==> src/rtl/mi_pkg.sv <==
`timescale 1ns / 1ps
// ----------------------------------------------------------------------------
// Modular inverse package
// Shared widths, controller states and the command and status bundles that
// pass between the controller and the datapath.
// ----------------------------------------------------------------------------
package mi_pkg;

   localparam int WIDTH = 31;
   localparam int CNT_W = $clog2(WIDTH);

   typedef enum logic [2:0] {
      ST_IDLE,
      ST_REDUCE,
      ST_REDUCE_END,
      ST_CHECK,
      ST_DIVIDE,
      ST_UPDATE,
      ST_FINISH
   } state_type;

   typedef struct packed {
      logic load;
      logic div_step;
      logic sel_mod;
      logic reduce_done;
      logic div_start;
      logic update;
      logic finish;
   } cmd_type;

   typedef struct packed {
      logic div_last;
      logic r1_zero;
      logic m_zero;
   } status_type;

endpackage

==> src/rtl/mi_datapath.sv <==
`timescale 1ns / 1ps
// ----------------------------------------------------------------------------
// Modular inverse datapath
// Remainder registers, Bezout coefficient magnitudes, a restoring bit-serial
// divider with a shift-and-add product of quotient and coefficient, and the
// result registers.
// ----------------------------------------------------------------------------
module mi_datapath import mi_pkg::*; (
   input  logic             clock,
   input  cmd_type          cmd,
   input  logic [WIDTH-1:0] value,
   input  logic [WIDTH-1:0] modulus,
   output status_type       stat,
   output logic [WIDTH-1:0] inverse,
   output logic             no_inverse
);

   logic [WIDTH-1:0] m_ff, m_in;
   logic [WIDTH-1:0] r0_ff, r0_in;
   logic [WIDTH-1:0] r1_ff, r1_in;
   logic [WIDTH-1:0] u0_ff, u0_in;
   logic [WIDTH-1:0] u1_ff, u1_in;
   logic             neg0_ff, neg0_in;
   logic             neg1_ff, neg1_in;
   logic [WIDTH-1:0] rem_ff, rem_in;
   logic [WIDTH-1:0] dvd_ff, dvd_in;
   logic [WIDTH-1:0] acc_ff, acc_in;
   logic [CNT_W-1:0] cnt_ff, cnt_in;
   logic [WIDTH-1:0] inv_ff, inv_in;
   logic             noinv_ff, noinv_in;

   logic [WIDTH-1:0] divisor;
   logic [WIDTH:0]   rem_sh;
   logic             qbit;
   logic [WIDTH-1:0] rem_sub;
   logic [WIDTH-1:0] u0_red;
   logic [WIDTH-1:0] inv_mag;
   logic             bad;

   always_comb begin
      divisor = cmd.sel_mod ? m_ff : r1_ff;
      rem_sh  = {rem_ff, dvd_ff[WIDTH-1]};
      qbit    = rem_sh >= {1'b0, divisor};
      rem_sub = rem_sh[WIDTH-1:0] - divisor;
      u0_red  = (u0_ff >= m_ff) ? u0_ff - m_ff : u0_ff;
      inv_mag = (neg0_ff && (u0_red != '0)) ? m_ff - u0_red : u0_red;
      bad     = (m_ff == '0) || (r0_ff != WIDTH'(1));
   end

   always_comb begin
      m_in     = m_ff;
      r0_in    = r0_ff;
      r1_in    = r1_ff;
      u0_in    = u0_ff;
      u1_in    = u1_ff;
      neg0_in  = neg0_ff;
      neg1_in  = neg1_ff;
      rem_in   = rem_ff;
      dvd_in   = dvd_ff;
      acc_in   = acc_ff;
      cnt_in   = cnt_ff;
      inv_in   = inv_ff;
      noinv_in = noinv_ff;
      if (cmd.load) begin
         m_in    = modulus;
         r0_in   = modulus;
         u0_in   = '0;
         u1_in   = WIDTH'(1);
         neg0_in = 1'b0;
         neg1_in = 1'b0;
         rem_in  = '0;
         dvd_in  = value;
         acc_in  = '0;
         cnt_in  = '0;
      end
      if (cmd.div_start) begin
         rem_in = '0;
         dvd_in = r0_ff;
         acc_in = '0;
         cnt_in = '0;
      end
      if (cmd.div_step) begin
         rem_in = qbit ? rem_sub : rem_sh[WIDTH-1:0];
         dvd_in = {dvd_ff[WIDTH-2:0], 1'b0};
         acc_in = {acc_ff[WIDTH-2:0], 1'b0} + (qbit ? u1_ff : '0);
         cnt_in = cnt_ff + CNT_W'(1);
      end
      if (cmd.reduce_done) begin
         r1_in = rem_ff;
      end
      if (cmd.update) begin
         r0_in   = r1_ff;
         r1_in   = rem_ff;
         u0_in   = u1_ff;
         u1_in   = u0_ff + acc_ff;
         neg0_in = neg1_ff;
         neg1_in = ~neg1_ff;
      end
      if (cmd.finish) begin
         noinv_in = bad;
         inv_in   = bad ? '0 : inv_mag;
      end
   end

   always_ff @(posedge clock) begin
      m_ff     <= m_in;
      r0_ff    <= r0_in;
      r1_ff    <= r1_in;
      u0_ff    <= u0_in;
      u1_ff    <= u1_in;
      neg0_ff  <= neg0_in;
      neg1_ff  <= neg1_in;
      rem_ff   <= rem_in;
      dvd_ff   <= dvd_in;
      acc_ff   <= acc_in;
      cnt_ff   <= cnt_in;
      inv_ff   <= inv_in;
      noinv_ff <= noinv_in;
   end

   assign stat.div_last = cnt_ff == CNT_W'(WIDTH - 1);
   assign stat.r1_zero  = r1_ff == '0;
   assign stat.m_zero   = m_ff == '0;
   assign inverse       = inv_ff;
   assign no_inverse    = noinv_ff;

`ifndef SYNTHESIS
   // The remainder handed to the next step is always below its divisor.
   a_rem_below: assert property (@(posedge clock) cmd.update |-> rem_ff < r1_ff)
      else $error("remainder not below divisor");
   // Coefficient magnitudes never exceed the modulus.
   a_coef_bound: assert property (@(posedge clock) cmd.update |=> u1_ff <= m_ff)
      else $error("coefficient exceeds modulus");
   // A flagged result carries zero, and any other result lies below the modulus.
   a_result: assert property (@(posedge clock)
      cmd.finish |=> (noinv_ff ? inv_ff == '0 : inv_ff < m_ff))
      else $error("result out of range");
`endif

endmodule

==> src/rtl/mi_control.sv <==
`timescale 1ns / 1ps
// ----------------------------------------------------------------------------
// Modular inverse controller
// Sequences the reduction, the Euclid steps and the result hand-off, and
// owns the handshake of both channels.
// ----------------------------------------------------------------------------
module mi_control import mi_pkg::*; (
   input  logic       clock,
   input  logic       reset,
   input  logic       req_valid,
   output logic       req_stall,
   output logic       rsp_valid,
   input  logic       rsp_stall,
   input  status_type stat,
   output cmd_type    cmd
);

   state_type state_ff, state_in;
   logic      rsp_valid_ff, rsp_valid_in;
   logic      out_free;

   assign out_free = !rsp_valid_ff || !rsp_stall;

   always_comb begin
      state_in = state_ff;
      case (state_ff)
         ST_IDLE: begin
            if (req_valid) state_in = ST_REDUCE;
         end
         ST_REDUCE: begin
            if (stat.div_last) state_in = ST_REDUCE_END;
         end
         ST_REDUCE_END: begin
            state_in = stat.m_zero ? ST_FINISH : ST_CHECK;
         end
         ST_CHECK: begin
            state_in = stat.r1_zero ? ST_FINISH : ST_DIVIDE;
         end
         ST_DIVIDE: begin
            if (stat.div_last) state_in = ST_UPDATE;
         end
         ST_UPDATE: begin
            state_in = ST_CHECK;
         end
         ST_FINISH: begin
            if (out_free) state_in = ST_IDLE;
         end
         default: begin
            state_in = ST_IDLE;
         end
      endcase
   end

   always_comb begin
      cmd       = '0;
      req_stall = 1'b1;
      case (state_ff)
         ST_IDLE: begin
            req_stall = 1'b0;
            cmd.load  = req_valid;
         end
         ST_REDUCE: begin
            cmd.div_step = 1'b1;
            cmd.sel_mod  = 1'b1;
         end
         ST_REDUCE_END: begin
            cmd.reduce_done = 1'b1;
         end
         ST_CHECK: begin
            cmd.div_start = !stat.r1_zero;
         end
         ST_DIVIDE: begin
            cmd.div_step = 1'b1;
         end
         ST_UPDATE: begin
            cmd.update = 1'b1;
         end
         ST_FINISH: begin
            cmd.finish = out_free;
         end
         default: begin
            cmd = '0;
         end
      endcase
   end

   assign rsp_valid_in = cmd.finish || (rsp_valid_ff && rsp_stall);

   always_ff @(posedge clock) begin
      if (reset) begin
         state_ff     <= ST_IDLE;
         rsp_valid_ff <= 1'b0;
      end else begin
         state_ff     <= state_in;
         rsp_valid_ff <= rsp_valid_in;
      end
   end

   assign rsp_valid = rsp_valid_ff;

`ifndef SYNTHESIS
   // An accepted beat always starts with the reduction of the value.
   a_start: assert property (@(posedge clock) disable iff (reset)
      (req_valid && !req_stall) |=> state_ff == ST_REDUCE)
      else $error("accepted beat did not start reduction");
   // A finished result is presented on the next cycle.
   a_present: assert property (@(posedge clock) disable iff (reset)
      cmd.finish |=> rsp_valid_ff)
      else $error("finished result not presented");
   // The last division step is always followed by the coefficient update.
   a_update: assert property (@(posedge clock) disable iff (reset)
      (state_ff == ST_DIVIDE && stat.div_last) |=> state_ff == ST_UPDATE)
      else $error("division did not end in update");
`endif

endmodule

==> src/rtl/modular_inverse.sv <==
`timescale 1ns / 1ps
// ----------------------------------------------------------------------------
// Modular inverse
// Returns the inverse of a value modulo a modulus by the extended Euclidean
// algorithm, or flags that no inverse exists.
//
// The request channel carries a value and a modulus; the response channel
// returns one beat per request with the inverse and a no-inverse flag. When
// the gcd of value and modulus is not 1, or the modulus is 0, the flag is set
// and the inverse is 0. A modulus of 1 gives an inverse of 0.
// One request is worked at a time. The value is first reduced by the modulus;
// each Euclid step then runs the restoring divider, which produces one
// quotient bit per cycle, and updates the coefficients. Operands are 31 bits
// wide. A new request is taken once the result has moved into the output
// register, even while it still waits.
// Reset is synchronous and returns the block to idle with no result pending.
// While the receiver stalls, the result beat holds and a following request
// completes its work but waits before its result is written.
// ----------------------------------------------------------------------------
module modular_inverse import mi_pkg::*; (
   input  logic             clock,
   input  logic             reset,
   input  logic             req_valid,
   output logic             req_stall,
   input  logic [WIDTH-1:0] req_value,
   input  logic [WIDTH-1:0] req_modulus,
   output logic             rsp_valid,
   input  logic             rsp_stall,
   output logic [WIDTH-1:0] rsp_inverse,
   output logic             rsp_no_inverse
);

   cmd_type    cmd;
   status_type stat;

   mi_control u_control (
      .clock     (clock),
      .reset     (reset),
      .req_valid (req_valid),
      .req_stall (req_stall),
      .rsp_valid (rsp_valid),
      .rsp_stall (rsp_stall),
      .stat      (stat),
      .cmd       (cmd)
   );

   mi_datapath u_datapath (
      .clock      (clock),
      .cmd        (cmd),
      .value      (req_value),
      .modulus    (req_modulus),
      .stat       (stat),
      .inverse    (rsp_inverse),
      .no_inverse (rsp_no_inverse)
   );

endmodule

==> config.mk <==
export PLATFORM = sky130hd
export DESIGN_NAME = modular_inverse
export DESIGN_NICKNAME = d
export VERILOG_FILES = /design/src/rtl/mi_pkg.sv /design/src/rtl/mi_datapath.sv /design/src/rtl/mi_control.sv /design/src/rtl/modular_inverse.sv
export SDC_FILE = /design/constraint.sdc
export NUM_CORES = 1
export LEC_CHECK = 0
export BUFFER_PORTS_ARGS = -buffer_cell sky130_fd_sc_hd__buf_2
export CORE_MARGIN = 4
export CORE_UTILIZATION = 50
export CTS_CLUSTER_DIAMETER = 200
export DETAILED_ROUTE_END_ITERATION = 6
export PLACE_DENSITY = 0.78
export SYNTH_ARGS = -nofsm -noshare
export SYNTH_HDL_FRONTEND = slang
export SYNTH_SLANG_ARGS = --single-unit
==> constraint.sdc <==
create_clock -name clock -period 14.45 [get_ports clock]
set_input_delay 2.1675 -clock clock [delete_from_list [all_inputs] [get_ports clock]]
set_output_delay 2.1675 -clock clock [all_outputs]
set_load 0.01 [all_outputs]
# Word-level counts from Yosys, hierarchy flattened
# Index checks and enable logic that the tools add are counted.
totals:
  ff_bits: 291
  inputBits: 66
  output_inout_bits: 34
op_classes:
  n_addsub: 6
  n_reduce_logical: 18
  muxes: 40
  order_cmp: 2
  eq_ne: 12
  n_bitwise: 1
ops:
  columns: ["cell", "n"]
  rows:
  - ["$mux 31", 19]
  - ["$sub 31x31->31", 3]
  - ["$add 31x31->31", 2]
  - ["$logic_not 31->1", 2]
  - ["$ge 32x31->1", 1]
  - ["$ge 31x31->1", 1]
  - ["$ne 31x1->1 const B", 1]
  - ["$reduce_bool 31->1", 1]
  - ["$pmux 3 s7", 1]
  - ["$mux 3", 5]
  - ["$mux 5", 3]
  - ["$mux 1", 11]
  - ["$eq 3x3->1 const B", 3]
  - ["$eq 3x2->1 const B", 2]
  - ["$ne 2x2->1 const B", 3]
  - ["$reduce_bool 2->1", 3]
  - ["$add 5x1->5 const B", 1]
  - ["$eq 5x5->1 const B", 1]
  - ["$reduce_and 4->1", 1]
  - ["$eq 3x1->1 const B", 1]
  - ["$logic_not 1->1", 3]
  - ["$logic_not 3->1", 1]
  - ["$logic_or 1x1->1", 3]
  - ["$reduce_bool 3->1", 1]
  - ["other kinds (5)", 6]

# Depth between registers and ports, before layout
# Gate-level depths: netlist (run 1).
logic_depth:
  word_depth: 7
  ltp_mapped: 31

# Modules after synthesis
# A second synthesis (run 1) with hierarchy kept.
hier_totals:
  hier_cells: 2079
  area_unflattened_um2: 20812.5
by_module_without_submodules:
  columns: ["module", "seq_area_each_um2", "cells_per_inst", "area_per_inst_um2", "instances"]
  rows:
  - ["mi_datapath", 8608.3, 2035, 20514.7, 1]
  - ["mi_control", 80.1, 44, 297.8, 1]

# Least setup slack after synthesis (run 1)
# Ideal clock, no wire load.
synth_path:
  path_kind: "register to register"
  start: "register u_control.state_ff[0]"
  end: "register u_datapath.acc_ff[23], data pin"
  path_buffers: 4
  required_ps: 14185
  arrival_ps: 6796
  setup_slack_ps: 7389
  path_stages_with_launch: 31
  period_less_slack_ps: 7061
  cell_sequence: "dfxtp_1 clkbuf_1 nor3b_1 clkbuf_1 mux2i_1 fa_1 a21oi_1 o21ai_1 a2111oi_0 nor4_1 o21ai_1 a211oi_1 o31ai_1 a21oi_1 clkbuf_1 clkbuf_1 and2_1 ha_1 inv_1 fa_1 nor2b_1 o21ai_1 a21boi_1 o221a_1 nor2_1 o211ai_1 and3_1 a41oi_1 o21ai_0 and4_1 or3_1"
synth_via:
  elab_chain_len: 7
  word_cells_on_any_way: 13
  classes_between: "1 x add/sub; 1 x order compare; 3 x eq/ne; 7 x mux; 1 x reduce/logical"
synth_rtl:
  columns: ["item", "line_no", "rtl"]
  rows:
  - ["start: declaration", "mi_control.sv:18", "state_type state_ff, state_in;"]
  - ["start signal: assignment", "mi_control.sv:94", "state_ff <= state_in;"]
  - ["$eq 3x1->1", "mi_control.sv:57", "case (state_ff)"]
  - ["$mux 1", "mi_control.sv:57", null]
  - ["$mux 31", "mi_datapath.sv:41", "divisor = cmd.sel_mod ? m_ff : r1_ff;"]
  - ["$ge 32x31->1", "mi_datapath.sv:43", "qbit = rem_sh >= {1'b0, divisor};"]
  - ["$mux 31", "mi_datapath.sv:85", "acc_in = {acc_ff[WIDTH-2:0], 1'b0} + (qbit ? u1_ff : '0);"]
  - ["$add 31x31->31", "mi_datapath.sv:85", null]
  - ["$mux 31 (*)", "mi_datapath.sv:82", "if (cmd.div_step) begin"]
  - ["end signal: assignment", "mi_datapath.sv:115", "acc_ff <= acc_in;"]
  - ["end: declaration", "mi_datapath.sv:27", "logic [WIDTH-1:0] acc_ff, acc_in;"]
# Every way passes the cells marked *; elsewhere a longest branch is shown, timed or not.
# A chain may end at the register's enable or synchronous reset.

# Final worst setup path (run 1)
# Same ends and word-level chain as after synthesis.

==> results of run 1 <==
[worst max-delay path, delay by kind of cell, from the launching register on]
kind	cells	cell delay, ns
muxes	1	0.27
DFF	1	0.55
adders and majority gates	4	0.93
and+or+nand+nor	8	1.64
buffers and inverters	3	0.62
AOI/OAI and AO/OA	13	3.54
[routing by layer]
layer / vias to the layer above / wire length [um]
met4: 0 / 2250
met1: 7994 / 25100
met5: - / 0
met3: 105 / 4930
li1: 8027 / -
met2: 787 / 25200
[sequential cells by signal, indices dropped and copies added, names as in the netlist, 3 cells and up]
| register | count |
|---|---|
| u_datapath.acc_ff | 31 |
| u_datapath.rem_ff | 31 |
| u_datapath.dvd_ff | 31 |
| u_datapath.u0_ff | 31 |
| u_datapath.r0_ff | 31 |
| u_datapath.inverse | 31 |
| u_control.state_ff | 3 |
| u_datapath.m_ff | 31 |
| u_datapath.r1_ff | 31 |
| u_datapath.cnt_ff | 5 |
| u_datapath.u1_ff | 31 |
[worst max path at each step]
stage / from / end / slack, ns / depth (start not counted)
after CTS: u_control.state_ff[0] / u_datapath.acc_ff[23] / 6.69 / 29
after global routing: u_control.state_ff[0] / u_datapath.acc_ff[23] / 5.96 / 29
after detailed placement: u_control.state_ff[0] / u_datapath.acc_ff[23] / 6.80 / 29
after global placement: u_control.state_ff[0] / u_datapath.acc_ff[23] / 7.05 / 29
after floorplan: u_control.state_ff[0] / u_datapath.acc_ff[23] / 7.39 / 30
final: u_control.state_ff[0] / u_datapath.acc_ff[23] / 6.60 / 29
[cell families after synthesis]
family	after synthesis
AO/OA/AOI/OAI	543
flip-flops	291
buffers and inverters	168
adder cells (fa/ha/maj)	158
XOR/XNOR	105
multiplexers	105
AND/OR/NAND/NOR	750
[final cells by class]
type	instances	area, um2	share of cell area (%)
clock buffer	38	822	3.64
clock inverter	20	283	1.25
inverter	91	342	1.51
multi-input combinational	1661	11200	49.7
sequential	291	8690	38.4
tap	525	657	2.91
timing repair buffer	110	578	2.56
[power breakdown]
part           leakage (nW)  switching [W]  internal, W
Clock                 0.536       0.000349     0.000515
Sequential             2.92      0.0000668      0.00101
Combinational          6.16       0.000512     0.000349
[synth_stat cells (51+ instances only)]
| cell type | n | area (um2) |
|---|---|---|
| edfxtp_1 | 286 | 8590 |
| clkbuf_1 | 59 | 221 |
| and2_1 | 67 | 419 |
| xnor2_1 | 59 | 517 |
| nor3_1 | 55 | 275 |
| a21o_1 | 75 | 563 |
| ha_1 | 153 | 1910 |
| nand2_1 | 222 | 833 |
| o21ai_0 | 103 | 515 |
| nand3_1 | 51 | 255 |
| mux2i_1 | 102 | 1020 |
| nor2_1 | 169 | 634 |
| inv_1 | 90 | 338 |
| a21oi_1 | 163 | 816 |
[per-stage QoR]
stage	util (%)	worst slack [ns]	cells
floorplan	-	7.39	2120
global placement	53.5	7.05	2678
global route	56.3	5.96	2736
detailed placement	53.5	6.80	2678
CTS	56.3	6.69	2736
finish	56.3	6.60	2736
[cell usage in the layout (no fill, tap or decap), types with 8 or more instances in the layout]
cell type / synthesis / routed
mux2i_1: 102 / 102
and2_1: 67 / 67
inv_1: 90 / 90
a211oi_1: 20 / 20
o211ai_1: 17 / 17
buf_4: 0 / 11
or3_1: 16 / 16
o21bai_1: 19 / 19
xnor2_1: 59 / 59
nor3_1: 55 / 55
a21oi_1: 163 / 161
and3_1: 18 / 18
nor2_1: 169 / 169
o21ai_1: 10 / 10
o21ai_0: 103 / 102
and4_1: 9 / 9
o21a_1: 26 / 26
a21o_1: 75 / 75
nand3_1: 51 / 50
nand4_1: 33 / 33
nand2b_1: 21 / 20
nor2b_1: 20 / 19
ha_1: 153 / 153
nand2_1: 222 / 221
buf_2: 10 / 99
clkbuf_16: 0 / 31
nor4_1: 37 / 37
o31ai_1: 8 / 8
xor2_1: 46 / 46
edfxtp_1: 286 / 286
a31oi_1: 18 / 18
o21ba_1: 10 / 10
==> impl_metrics.py, run 1 <==
metrics = {
    "hold_path": {
        "whs_path_depth": 0,
        "holdPathEnd": "u_datapath.r1_ff[12]",
        "worstHoldStart": "u_datapath.rem_ff[12]",
        "hp-class": "register to register",
    },
    "global_route": {
        "grt_max_degree": 65,
        "grtUsageMet2_pct": 38.7,
        "grt_pass1_vias": 15900,
        "met1_usage_pct": 36.4,
        "busiest_layer": "met2",
        "grt_pass1_wl_mm": 89.0,
        "grt-ovfl-total": 0,
        "antenna_found_initial": 0,
        "use_met3_pct": 2.81,
        "grt_use_total_pct": 24.9,
    },
    "logic_synthesis": {
        "synth_cells": 2120,
        "ys_types": 81,
        "yosys.area_share.simple_pct": 17.8,
        "avgSynthCellArea_um2": 9.69,
        "postSynth.topFlopCell": "edfxtp_1",
        "yosysWarnings": 0,
        "async_flop_share_pct": 0,
        "yosys.area_share.adder_pct": 9.80,
        "synth_compound_area_share_pct": 17.2,
        "synth_top_family_by_area": "simple AND/OR/NAND/NOR gates",
        "synthXorXnorAreaFrac_pct": 4.48,
        "synth-seq-area-share_pct": 42.3,
        "ys_ff_latch": 291,
        "synth.area.mux_share_pct": 5.13,
        "synth_nets": 2344,
        "synth_edf_count": 286,
        "syn_area_um2": 20500,
    },
    "status": {
        "status": "completed",
    },
    "clock_tree": {
        "clk_pin_slew_ns": 0.07,
        "cts_setup_buffers": 0,
        "h-tree-depth": 1,
        "root_buffer": "clkbuf_16",
        "cts.repair.resized": 0,
        "clock_sinks": 291,
        "cts_tree": "built",
        "clk_latency_ns": 0.60,
        "cts_made_buffers": 31,
        "cts_hold_buf": 0,
        "ctsLongestPathBuffers": 3,
    },
    "layout": {
        "layout-drive-gt1-share_pct": 8.86,
        "synthToLayoutAreaGrowth_pct": 10.0,
        "final_area_um2": 22600,
        "fin_nets": 2410,
        "n_antenna_cell": 0,
        "fillers": 3420,
    },
    "worst_setup_path": {
        "r2r-start": "u_control.state_ff[0]",
        "cp.arrival_ns": 8.19,
        "rr_worst_depth": 29,
        "critical_path_class": "register to register",
        "cp_slowest_cell": "a2111oi_0",
        "worstPathMaxFanout": 31,
        "required_ns": 14.79,
        "rr_endpoint": "u_datapath.acc_ff[23]",
        "r2r_slack_ns": 6.60,
        "crit_top_cell": "o21ai_1",
        "cp-start-kind": "register",
        "end_kind": "register",
        "slowest_delay_ns": 0.82,
    },
    "die": {
        "io_pins": 100,
        "coreArea_um2": 40200,
        "start_util_pct": 51.1,
        "die_h_um": 211,
        "std_cell_rows": 73,
        "dieArea_um2": 44400,
        "chipWidth_um": 211,
    },
    "sta": {
        "min_period_over_period_pct": 54.3,
        "clock.fmax_ghz": 0.127,
        "period_needed_ns": 7.85,
        "finClkSkew_ns": 0.0171,
        "whs_ns": 0.477,
        "fin_setup_tns_ns": 0,
        "rsz0062_at_grt": "false",
        "worst_pin_slew_ns": 1.25,
        "setup_viol": 0,
        "final-hold-violation-count": 0,
        "slew_viol_final": 0,
        "slew_headroom_pct": 17.0,
    },
    "placement": {
        "io_buffer_count": 99,
        "dp_hpwl_mm": 42.5,
        "post_dp_cell_area_um2": 21500,
        "gp_congestion": 0.981,
    },
    "routing": {
        "drt_wl_total_mm": 57.5,
        "drc": 0,
        "avgRoutedWirePerCell_um": 21.0,
        "drt_iter0_drc": 1895,
        "ant_nets": 0,
        "vias_per_cell": 6.18,
        "drtPass1Iterations": 6,
        "via_count": 16900,
    },
    "pwr": {
        "cellLeakagePower_nw": 9.61,
        "peakVddDrop_v": 0.000101,
        "powerDensity_nw_per_um2": 124,
        "total_power_w": 0.00281,
    },
    "flow_run": {
        "cap_violations": 0,
    },
}
(Power assumes the default switching activity.)
==> run 2: changes to the inputs <==
Settings changed: PLACE_DENSITY 0.78 to 0.81.
Clock period 14.45 ns to 7.2 ns, I/O delays scaled along.
==> impl_metrics.py, run 2 (same netlist as run 1, synthesis figures left out) <==
metrics = {
    "status": {
        "status": "completed",
    },
    "layout": {
        "layout.area.seq_um2": 8690,
        "final_area_um2": 22600,
        "layout-drive-gt1-share_pct": 9.00,
        "final_cell_mix": "edfxtp_1, nand2_1, nor2_1",
        "stdcell_count": 2746,
        "n_antenna_cell": 0,
        "multiInputGateArea_um2": 11300,
        "synthToLayoutAreaGrowth_pct": 9.82,
        "fillers": 3417,
        "layout_commonest_cell": "edfxtp_1",
        "fin_nets": 2421,
    },
    "placement": {
        "dp_hpwl_mm": 43.5,
        "pre_cts_slack_ns": 0.0909,
        "dp_cells": 2687,
        "io_buffer_count": 99,
        "post_dp_cell_area_um2": 21600,
        "gp_congestion": 0.999,
    },
    "sta": {
        "min_period_over_period_pct": 94.3,
        "worst_pin_slew_ns": 1.22,
        "slew_viol_final": 0,
        "finClkSkew_ns": 0.0198,
        "period_needed_ns": 6.79,
        "clock.fmax_ghz": 0.147,
        "rsz0062_at_grt": "false",
        "final-hold-violation-count": 0,
        "fin_setup_tns_ns": 0,
        "setup_ws_ns": 0.413,
        "whs_ns": 0.491,
        "setup_viol": 0,
        "slew_headroom_pct": 18.8,
    },
    "worst_setup_path": {
        "cp-start-kind": "register",
        "crit_top_cell": "o21ai_1",
        "cp.arrival_ns": 7.13,
        "cp_slowest_cell": "fa_1",
        "worstPathMaxFanout": 30,
        "crit_buf_inv": 3,
        "slowest_delay_ns": 0.48,
        "end_kind": "register",
        "cp_top_family": "compound AO/OA/AOI/OAI gates",
        "required_ns": 7.54,
        "critical_path_class": "register to register",
    },
    "global_route": {
        "grt-ovfl-total": 0,
        "grt_max_degree": 66,
        "grt_pass1_vias": 16100,
        "antenna_found_initial": 0,
        "grt_pass1_wl_mm": 89.6,
        "grt_use_total_pct": 25.0,
    },
    "clock_tree": {
        "clk_pin_slew_ns": 0.06,
        "cts_made_buffers": 31,
        "root_buffer": "clkbuf_16",
        "cts_hold_buf": 0,
        "cts_tree": "built",
        "clock_sinks": 291,
        "h-tree-depth": 1,
        "ctsLongestPathBuffers": 3,
        "clk_latency_ns": 0.60,
    },
    "pwr": {
        "powerDensity_nw_per_um2": 242,
        "peakVddDrop_v": 0.000184,
        "cellLeakagePower_nw": 9.59,
    },
    "routing": {
        "drt_wl_total_mm": 58.5,
        "vias_per_cell": 6.26,
        "drtPass1Iterations": 6,
        "drt_iter0_drc": 1925,
        "via_count": 17200,
        "ant_nets": 0,
        "drc": 0,
        "avgRoutedWirePerCell_um": 21.3,
    },
    "die": {
        "die_h_um": 211,
        "std_cell_rows": 73,
        "start_util_pct": 51.1,
        "io_pins": 100,
        "chipWidth_um": 211,
        "coreArea_um2": 40200,
        "dieArea_um2": 44400,
    },
    "flow_run": {
        "cap_violations": 0,
    },
    "hold_path": {
        "hp-class": "register to register",
    },
}
run 2: cell count changes in the layout (fill, tap and decap cells not counted), moves of 2 or more:
| cell | previous run | this run |
|---|---|---|
| buf_4 | 11 | 21 |
| clkbuf_1 | 5 | 14 |
| bufinv_16 | 6 | 1 |
| clkinv_1 | 2 | 4 |
| clkinv_2 | 6 | 4 |
| clkinvlp_4 | 3 | 1 |
run 2: worst register-to-register path, stage by stage, from the launching register on:
cell and delay, ns:
dfxtp_2 0.44, nor3b_2 0.33, buf_12 0.28, mux2i_2 0.15
fa_1 0.48, a21oi_1 0.22, o21ai_1 0.12, a2111oi_0 0.43
buf_4 0.20, nor4_2 0.05, o21ai_1 0.18, a211oi_1 0.12
o31ai_2 0.41, a21oi_4 0.14, buf_4 0.17, and2_1 0.15
ha_1 0.31, nor2b_1 0.16, o21ai_1 0.16, a21boi_1 0.13
o221a_1 0.25, nor2_1 0.19, o211ai_1 0.17, and3_1 0.23
a41oi_2 0.30, o21ai_0 0.20, and4_1 0.23, or3_1 0.35
run 2: stage by stage:
stage | power, W | util, %
finish | 0.00545 | 56.1
global route | 0.00571 | 56.1
CTS | 0.00541 | 56.0
detailed placement | 0.00390 | 53.7
global placement | 0.00385 | 53.7
floorplan | 0.00348 | -
run 2: layer usage:
metal	share of wire (%)	routed length, um	GRT usage, %
met1	42	24400	35.3
met2	44	25700	39.3
met3	9.5	5570	3.73
met4	4.6	2700	9.52
met5	0	0	0
run 2: path summary, 6_finish.rpt:
path	slack, ns	cells after the start	start	to
min	0.49	0	u_datapath.rem_ff[21]	u_datapath.r1_ff[21]
max reg2reg	0.41	27	u_control.state_ff[0]	u_datapath.acc_ff[23]
max	0.41	27	u_control.state_ff[0]	u_datapath.acc_ff[23]
min reg2reg	0.49	0	u_datapath.rem_ff[21]	u_datapath.r1_ff[21]
run 2: layout make-up:
type	count	area share [%]
clock inverter	11	0.433
inverter	91	1.51
timing repair buffer	121	2.98
clock buffer	46	3.73
sequential	291	38.5
multi-input combinational	1661	49.9
tap	525	2.91
run 2: where the power goes:
| part | total [W] | switching [W] | leakage, nW | internal (W) |
|---|---|---|---|---|
| Combinational | 0.00176 | 0.00105 | 6.22 | 0.000714 |
| Sequential | 0.00216 | 0.000128 | 2.92 | 0.00204 |
| Clock | 0.00153 | 0.000680 | 0.455 | 0.000846 |
| Total | 0.00545 | 0.00186 | 9.59 | 0.00360 |
run 2: what timing repair did:
| item | 4_1_cts | 5_1_grt |
|---|---|---|
| buffers inserted | 0 | 2 |
| resized for setup | 0 | 5 |
| setup endpoints to repair | 0 | 11 |
